## src/design/hpm_pkg.sv

```systemverilog
// Shared types and constants for the Hall phase timing monitor.
// No dependencies; imported by the event queue and the top level.
`timescale 1ns / 1ps

package hpm_pkg;

   // Register map, indexed by word address
   localparam logic [1:0] REG_TIME_BASE_PERIOD   = 2'd0;
   localparam logic [1:0] REG_SUBDIVISION_LENGTH = 2'd1;
   localparam logic [1:0] REG_STALL_SUBDIVISIONS = 2'd2;

   // Reset values of registers and counters
   localparam logic [15:0] TIME_BASE_PERIOD_RST   = 16'd2656;
   localparam logic [7:0]  SUBDIVISION_LENGTH_RST = 8'd10;
   localparam logic [7:0]  STALL_SUBDIVISIONS_RST = 8'd255;
   localparam logic [2:0]  HALL_RST               = 3'd0;

   // Event codes on the response channel
   typedef enum logic [1:0] {
      EV_BASE  = 2'd0,
      EV_STOP  = 2'd1,
      EV_PHASE = 2'd2
   } event_kind_type;

   // Bit positions in an event mask, in delivery order
   localparam int EV_BIT_BASE  = 0;
   localparam int EV_BIT_STOP  = 1;
   localparam int EV_BIT_PHASE = 2;

   // All events raised by one request
   typedef struct packed {
      logic [2:0] mask;
      logic [2:0] hall;
      logic [7:0] travel;
   } event_set_type;

endpackage

```

## src/design/hall_phase_timing_monitor.sv

```systemverilog
// Top level of the Hall phase timing monitor: counters, registers, APB port.
// Depends on hpm_pkg and hpm_event_queue.
`timescale 1ns / 1ps

// Each request is one PWM tick with the Hall sensor state. The counter update
// for a tick happens in the cycle the request is accepted, so a tick that
// raises no event needs no queue entry, and requests may follow back to back.
// A tick raises up to three responses (time base, motion stopped, phase
// change, in that order, the final one flagged by rsp_last); they leave one
// per cycle while rsp_ready is high, from a two-entry event queue.
// req_ready drops only while both queue entries are held.
// Registers (APB, word addresses 0x0, 0x4, 0x8): time base period, subdivision
// length, stall subdivisions; a new value is used at the next reload.

module hall_phase_timing_monitor
   import hpm_pkg::*;
(
   input  logic        clock,
   input  logic        reset,
   // request channel
   input  logic        req_valid,
   output logic        req_ready,
   input  logic [2:0]  req_hall_state,
   // response channel
   output logic        rsp_valid,
   input  logic        rsp_ready,
   output logic [1:0]  rsp_event_kind,
   output logic [2:0]  rsp_new_hall,
   output logic [7:0]  rsp_travel_time,
   output logic        rsp_last,
   // configuration port
   input  logic        psel,
   input  logic        penable,
   input  logic        pwrite,
   input  logic [3:0]  paddr,
   input  logic [31:0] pwdata,
   output logic [31:0] prdata,
   output logic        pready
);

   logic [15:0] period_ff;
   logic [7:0]  sub_len_ff;
   logic [7:0]  stall_sub_ff;

   logic [15:0] base_ff, base_in;
   logic [7:0]  sub_ff, sub_in;
   logic [7:0]  travel_ff, travel_in;
   logic [7:0]  stall_ff, stall_in;
   logic [2:0]  prev_hall_ff;

   logic [15:0] base_dec;
   logic [7:0]  sub_dec;
   logic [7:0]  stall_dec;
   logic [7:0]  travel_adv;
   logic [7:0]  stall_adv;
   logic        base_hit;
   logic        sub_hit;
   logic        stall_hit;
   logic        phase_hit;
   logic        accept;
   logic        queue_full;
   logic        cfg_write;
   event_set_type tick_events;

   // APB register access
   assign pready    = 1'b1;
   assign cfg_write = psel && penable && pwrite && pready;

   always_ff @(posedge clock) begin
      if (reset) begin
         period_ff    <= TIME_BASE_PERIOD_RST;
         sub_len_ff   <= SUBDIVISION_LENGTH_RST;
         stall_sub_ff <= STALL_SUBDIVISIONS_RST;
      end else if (cfg_write) begin
         unique case (paddr[3:2])
            REG_TIME_BASE_PERIOD:   period_ff    <= pwdata[15:0];
            REG_SUBDIVISION_LENGTH: sub_len_ff   <= pwdata[7:0];
            REG_STALL_SUBDIVISIONS: stall_sub_ff <= pwdata[7:0];
            default: ;
         endcase
      end
   end

   always_comb begin
      unique case (paddr[3:2])
         REG_TIME_BASE_PERIOD:   prdata = {16'd0, period_ff};
         REG_SUBDIVISION_LENGTH: prdata = {24'd0, sub_len_ff};
         REG_STALL_SUBDIVISIONS: prdata = {24'd0, stall_sub_ff};
         default:                prdata = 32'd0;
      endcase
   end

   // Tick evaluation: time base, subdivision prescaler, travel and stall
   assign base_dec  = base_ff - 16'd1;
   assign base_hit  = (base_dec == 16'd0);
   assign base_in   = base_hit ? period_ff : base_dec;

   assign sub_dec   = sub_ff - 8'd1;
   assign sub_hit   = (sub_dec == 8'd0);
   assign sub_in    = sub_hit ? sub_len_ff : sub_dec;

   assign stall_dec = stall_ff - 8'd1;
   assign stall_hit = sub_hit && (stall_dec == 8'd0);

   always_comb begin
      travel_adv = travel_ff;
      stall_adv  = stall_ff;
      if (sub_hit) begin
         // hold travel at zero, otherwise count down
         if (travel_ff != 8'd0) begin
            travel_adv = travel_ff - 8'd1;
         end
         stall_adv = stall_hit ? stall_sub_ff : stall_dec;
      end
   end

   // Phase change reloads both subdivision counters
   assign phase_hit = (req_hall_state != prev_hall_ff);
   assign travel_in = phase_hit ? stall_sub_ff : travel_adv;
   assign stall_in  = phase_hit ? stall_sub_ff : stall_adv;

   always_comb begin
      tick_events = '0;
      tick_events.mask[EV_BIT_BASE]  = base_hit;
      tick_events.mask[EV_BIT_STOP]  = stall_hit;
      tick_events.mask[EV_BIT_PHASE] = phase_hit;
      tick_events.hall   = req_hall_state;
      tick_events.travel = travel_adv;
   end

   assign req_ready = !queue_full;
   assign accept    = req_valid && req_ready;

   // Commit counter state on each accepted request
   always_ff @(posedge clock) begin
      if (reset) begin
         base_ff      <= TIME_BASE_PERIOD_RST;
         sub_ff       <= SUBDIVISION_LENGTH_RST;
         travel_ff    <= STALL_SUBDIVISIONS_RST;
         stall_ff     <= STALL_SUBDIVISIONS_RST;
         prev_hall_ff <= HALL_RST;
      end else if (accept) begin
         base_ff      <= base_in;
         sub_ff       <= sub_in;
         travel_ff    <= travel_in;
         stall_ff     <= stall_in;
         prev_hall_ff <= req_hall_state;
      end
   end

   // Queue events and drain them one per response
   hpm_event_queue u_queue (
      .clock           (clock),
      .reset           (reset),
      .push            (accept && (tick_events.mask != 3'd0)),
      .push_data       (tick_events),
      .full            (queue_full),
      .rsp_valid       (rsp_valid),
      .rsp_ready       (rsp_ready),
      .rsp_event_kind  (rsp_event_kind),
      .rsp_new_hall    (rsp_new_hall),
      .rsp_travel_time (rsp_travel_time),
      .rsp_last        (rsp_last)
   );

   // Checks
   a_stop_needs_sub: assert property (@(posedge clock) disable iff (reset)
      stall_hit |-> sub_hit)
      else $error("stop event without subdivision tick");

   a_hall_tracks: assert property (@(posedge clock) disable iff (reset)
      accept |=> (prev_hall_ff == $past(req_hall_state)))
      else $error("previous Hall state not captured");

   a_phase_reload: assert property (@(posedge clock) disable iff (reset)
      (accept && phase_hit) |=> (travel_ff == $past(stall_sub_ff)
                                 && stall_ff == $past(stall_sub_ff)))
      else $error("counters not reloaded on phase change");

endmodule

```

## src/design/hpm_event_queue.sv

```systemverilog
// Two-entry queue of event sets; serializes each set into single responses.
// Depends on hpm_pkg.
`timescale 1ns / 1ps

module hpm_event_queue
   import hpm_pkg::*;
(
   input  logic          clock,
   input  logic          reset,
   input  logic          push,
   input  event_set_type push_data,
   output logic          full,
   output logic          rsp_valid,
   input  logic          rsp_ready,
   output logic [1:0]    rsp_event_kind,
   output logic [2:0]    rsp_new_hall,
   output logic [7:0]    rsp_travel_time,
   output logic          rsp_last
);

   event_set_type entry0_ff, entry0_in;
   event_set_type entry1_ff, entry1_in;
   logic [1:0]    count_ff, count_in;
   logic [2:0]    low_bit;
   logic [2:0]    head_rest;
   logic          pop_event;
   logic          head_done;
   logic [1:0]    wr_slot;
   event_kind_type kind;

   assign full      = (count_ff == 2'd2);
   assign rsp_valid = (count_ff != 2'd0);
   assign pop_event = rsp_valid && rsp_ready;

   // Pick the earliest pending event of the head set
   always_comb begin
      priority if (entry0_ff.mask[EV_BIT_BASE]) begin
         low_bit = 3'b001;
         kind    = EV_BASE;
      end else if (entry0_ff.mask[EV_BIT_STOP]) begin
         low_bit = 3'b010;
         kind    = EV_STOP;
      end else begin
         low_bit = 3'b100;
         kind    = EV_PHASE;
      end
   end

   assign head_rest = entry0_ff.mask & ~low_bit;
   assign head_done = pop_event && (head_rest == 3'd0);

   // Drive the response fields
   assign rsp_event_kind  = kind;
   assign rsp_new_hall    = (kind == EV_PHASE) ? entry0_ff.hall : 3'd0;
   assign rsp_travel_time = (kind == EV_PHASE) ? entry0_ff.travel : 8'd0;
   assign rsp_last        = (head_rest == 3'd0);

   // Advance head, shift on completion, write new set behind the survivors
   assign wr_slot = count_ff - {1'b0, head_done};

   always_comb begin
      entry0_in = entry0_ff;
      entry1_in = entry1_ff;
      if (pop_event) begin
         entry0_in.mask = head_rest;
      end
      if (head_done) begin
         entry0_in = entry1_ff;
      end
      if (push) begin
         if (wr_slot[0]) begin
            entry1_in = push_data;
         end else begin
            entry0_in = push_data;
         end
      end
      count_in = count_ff + {1'b0, push} - {1'b0, head_done};
   end

   always_ff @(posedge clock) begin
      if (reset) begin
         count_ff <= 2'd0;
      end else begin
         count_ff <= count_in;
      end
   end

   always_ff @(posedge clock) begin
      entry0_ff <= entry0_in;
      entry1_ff <= entry1_in;
   end

   // Checks
   a_count_range: assert property (@(posedge clock) disable iff (reset)
      count_ff != 2'd3)
      else $error("event queue count out of range");

   a_no_push_full: assert property (@(posedge clock) disable iff (reset)
      push |-> !full)
      else $error("event set pushed into full queue");

   a_head_nonempty: assert property (@(posedge clock) disable iff (reset)
      rsp_valid |-> (entry0_ff.mask != 3'd0))
      else $error("head entry has no pending event");

   a_drain_empty: assert property (@(posedge clock) disable iff (reset)
      (head_done && count_ff == 2'd1 && !push) |=> !rsp_valid)
      else $error("queue not empty after last event drained");

   a_partial_stays: assert property (@(posedge clock) disable iff (reset)
      (pop_event && !rsp_last) |=> rsp_valid)
      else $error("response lost before last event of request");

endmodule
```

## config.mk

```make
export PLATFORM = sky130hd
export DESIGN_NAME = hall_phase_timing_monitor
export DESIGN_NICKNAME = d
export VERILOG_FILES = /design/src/design/hpm_pkg.sv /design/src/design/hall_phase_timing_monitor.sv /design/src/design/hpm_event_queue.sv
export SDC_FILE = /design/constraint.sdc
export NUM_CORES = 1
export LEC_CHECK = 0
export ABC_AREA = 1
export BUFFER_PORTS_ARGS = -buffer_cell sky130_fd_sc_hd__buf_4
export CAP_MARGIN = 5
export CORE_MARGIN = 5
export CORE_UTILIZATION = 40
export CTS_BUF_LIST = sky130_fd_sc_hd__clkbuf_4 sky130_fd_sc_hd__clkbuf_8
export DETAILED_ROUTE_END_ITERATION = 7
export PLACE_DENSITY = 0.72
export SYNTH_ARGS = -nofsm -noshare
export SYNTH_HDL_FRONTEND = slang
export SYNTH_SLANG_ARGS = --single-unit
```

## constraint.sdc

```tcl
create_clock -name clock -period 3.2 [get_ports clock]
set_clock_uncertainty 0.05 [all_clocks]
set_input_delay 0.64 -clock clock [delete_from_list [all_inputs] [get_ports clock]]
set_output_delay 0.64 -clock clock [all_outputs]
set_load 0.02 [all_outputs]
```

==> run metrics <==
outcome complete, no violations; routed vias/inst 5.00; Post-Synth Adder-Cell Area 0.0208; unrepaired setup endpoints after global routing no; Distinct cells, synth 40; H-tree levels 3; # Max-Cap Violations 0; simple logic cell fraction of the synthesized area 0.300; Worst-path clk slew 0.11 ns; TNS Setup 0 ns; PortBufs 59; Routed Antenna Nets 0; Area contributors post-synth dfxtp_1, nand2_1, edfxtp_1, nor2_1, inv_1; Total GRT Usage 0.164; clk_lat worst skew 0.38 ns; DR DRC count 0; synthesized area 6010 um2; Initial Util 0.410; final setup violation count 0; CP arrival 3.09 ns; post-synthesis cell count 880; Synth async-reset ratio 0; Ports 95; FF+latch count, synth 105; Die Span Y 133 um; Via Count 5590; syn_area_per_cell 6.83 um2; crit-path max FO 7; initial DRC count 437; Max Fclk 353 MHz; Worst VDD drop 0.359 mV; P&R area growth vs syn 11.8%; main combinational cell family by area after synthesis simple AND/OR/NAND/NOR gates; crit path time final 2.83 ns; site row count 44; multiplexer share of the synthesized area 0.0117; Layout Nets 985; count of flip-flops with a built-in enable after synthesis 14; die outline width 133 um; CP required 3.45 ns; cts repair resizes 0; crit share post-route 0.885; gpl congestion 0.912; headroom to the max-slew limit 0.655; pin count of the biggest net entering global routing 51; Yosys warnings 0; CTS Buf Count 9; Post-CTS Hold Fix Bufs 0; Worst Setup Start Kind register; Slew @ Worst Pin 0.511 ns; vias in the first global route 4995; DP HPWL 10500 um; synthesized-area fraction occupied by xor and xnor cells 0.0262; first-pass GRT wire length 24200 um; root buffer cell clkbuf_8; number of antenna violations at the first check in global routing 0; post-synthesis compound-gate area fraction 0.156; Final Slew Violations 0; Yosys top cell area share 0.303; most used flip-flop cell after synthesis dfxtp_1; grt total ovfl 0; Core Box Area 14600 um2; Die Area 17600 um2; count of final hold-check violations 0; clock buffer depth 2; Hold WC Path Type in2reg; leading area contributor after synthesis dfxtp_1; Final Power 0.00480 W; PD cells 715 nW/um2; Setup crit end kind register; sequential-to-total area share from yosys stat 0.373; Routed WL 14500 um; First-pass DRT Iterations 5; clk sinks 105; postcts setup bufs 0; Avg WL per Cell 13.0 um; Final Core Density 0.459; TritonCTS clock tree done; critical setup path kind reg2reg; Leak 3.17 nW; share of layout cells above drive strength 1 0.133; ANT cells 0
-- layout make-up --
cell class,count,area [um2]
clock buffers,11,139
clock inverters,5,42.5
fillers,1506,7930
inverters,103,389
multi-input cells,641,3160
flip-flops and latches,105,2240
well taps,184,230
repair buffers,69,518
-- metal layers --
layer / share of wire / track usage / vias up
li1: - / - / 2896
met1: 0.51 / 0.243 / 2516
met2: 0.42 / 0.245 / 164
met3: 0.060 / 0.0266 / 14
met4: 0.012 / 0.0456 / 0
met5: 0 / 0 / -
-- stage by stage --
stage | area (um2) | cells | worst slack, ns | hold slack, ns
final | 6720 | 1118 | 0.368 | 0.418
after global routing | 6720 | 1118 | 0.0596 | 0.398
after CTS | 6720 | 1118 | 0.398 | 0.400
after detailed placement | 6540 | 1102 | 0.416 | 0.405
after global placement | 6540 | 1102 | 0.443 | 0.401
after floorplan | 6070 | 895 | 0.315 | 0.387
-- Yosys cell counts (8+ instances only) --
library cell,n
nand2_1,237
nor2_1,106
dfxtp_1,91
inv_1,89
o21ai_0,63
a21oi_1,43
nand3_1,37
o211ai_1,25
clkbuf_1,21
buf_4,19
o21ai_1,15
edfxtp_1,14
xor2_1,13
ha_1,10
inv_2,8
nand2_2,8
nor2_2,8
-- registers in the layout (all words and copies together) (netlist names), 8 cells and up --
register	count
base_ff	16
period_ff	16
stall_ff	8
stall_sub_ff	8
sub_ff	8
sub_len_ff	8
travel_ff	8
u_queue.entry0_ff	14
u_queue.entry1_ff	14
-- cells by family after synthesis --
| family | Yosys count |
|---|---|
| simple gates | 427 |
| other cells | 2 |
| buf+inv | 149 |
| xor+xnor | 18 |
| flops | 105 |
| mux | 7 |
| fa+ha+maj | 10 |
| compound gates | 162 |
-- critical path: stages, from the launching register on --
cell and delay, ns:
dfxtp_1 0.32, inv_1 0.19, ha_1 0.29, nand2_2 0.12
nor2_2 0.17, nand2_1 0.07, nand2_1 0.07, nand2_2 0.07
nor2_2 0.14, inv_2 0.05, nor2_4 0.11, nand2_2 0.10
nand2_2 0.11, nand2_4 0.05, ha_1 0.26, inv_1 0.05
ha_1 0.14, xor2_1 0.17, o21ai_0 0.09, a21oi_1 0.14
-- path summary, 6_finish.rpt --
kind / startpoint / to / slack, ns / depth (start not counted)
hold / removal: pwdata[11] / period_ff[11] / 0.42 / 3
setup reg to reg: base_ff[0] / u_queue.count_ff[1] / 0.37 / 19
setup / recovery: base_ff[0] / u_queue.count_ff[1] / 0.37 / 19
hold reg to reg: period_ff[12] / base_ff[12] / 0.42 / 2
-- cell usage in the layout (no fill, tap or decap), drive strengths merged, types with 13 or more instances in the layout --
| cell type | instances |
|---|---|
| nand2 | 247 |
| nor2 | 119 |
| inv | 99 |
| dfxtp | 91 |
| o21ai | 83 |
| buf | 69 |
| a21oi | 44 |
| nand3 | 37 |
| o211ai | 25 |
| conb | 17 |
| edfxtp | 14 |
| xor2 | 13 |
-- power by group --
part           switching, W  leakage (nW)  internal, W
combinational       0.00143          2.22     0.000808
sequential         0.000167         0.871      0.00161
clock              0.000476        0.0845     0.000308
No activity file was read; power rests on OpenSTA's default activity.
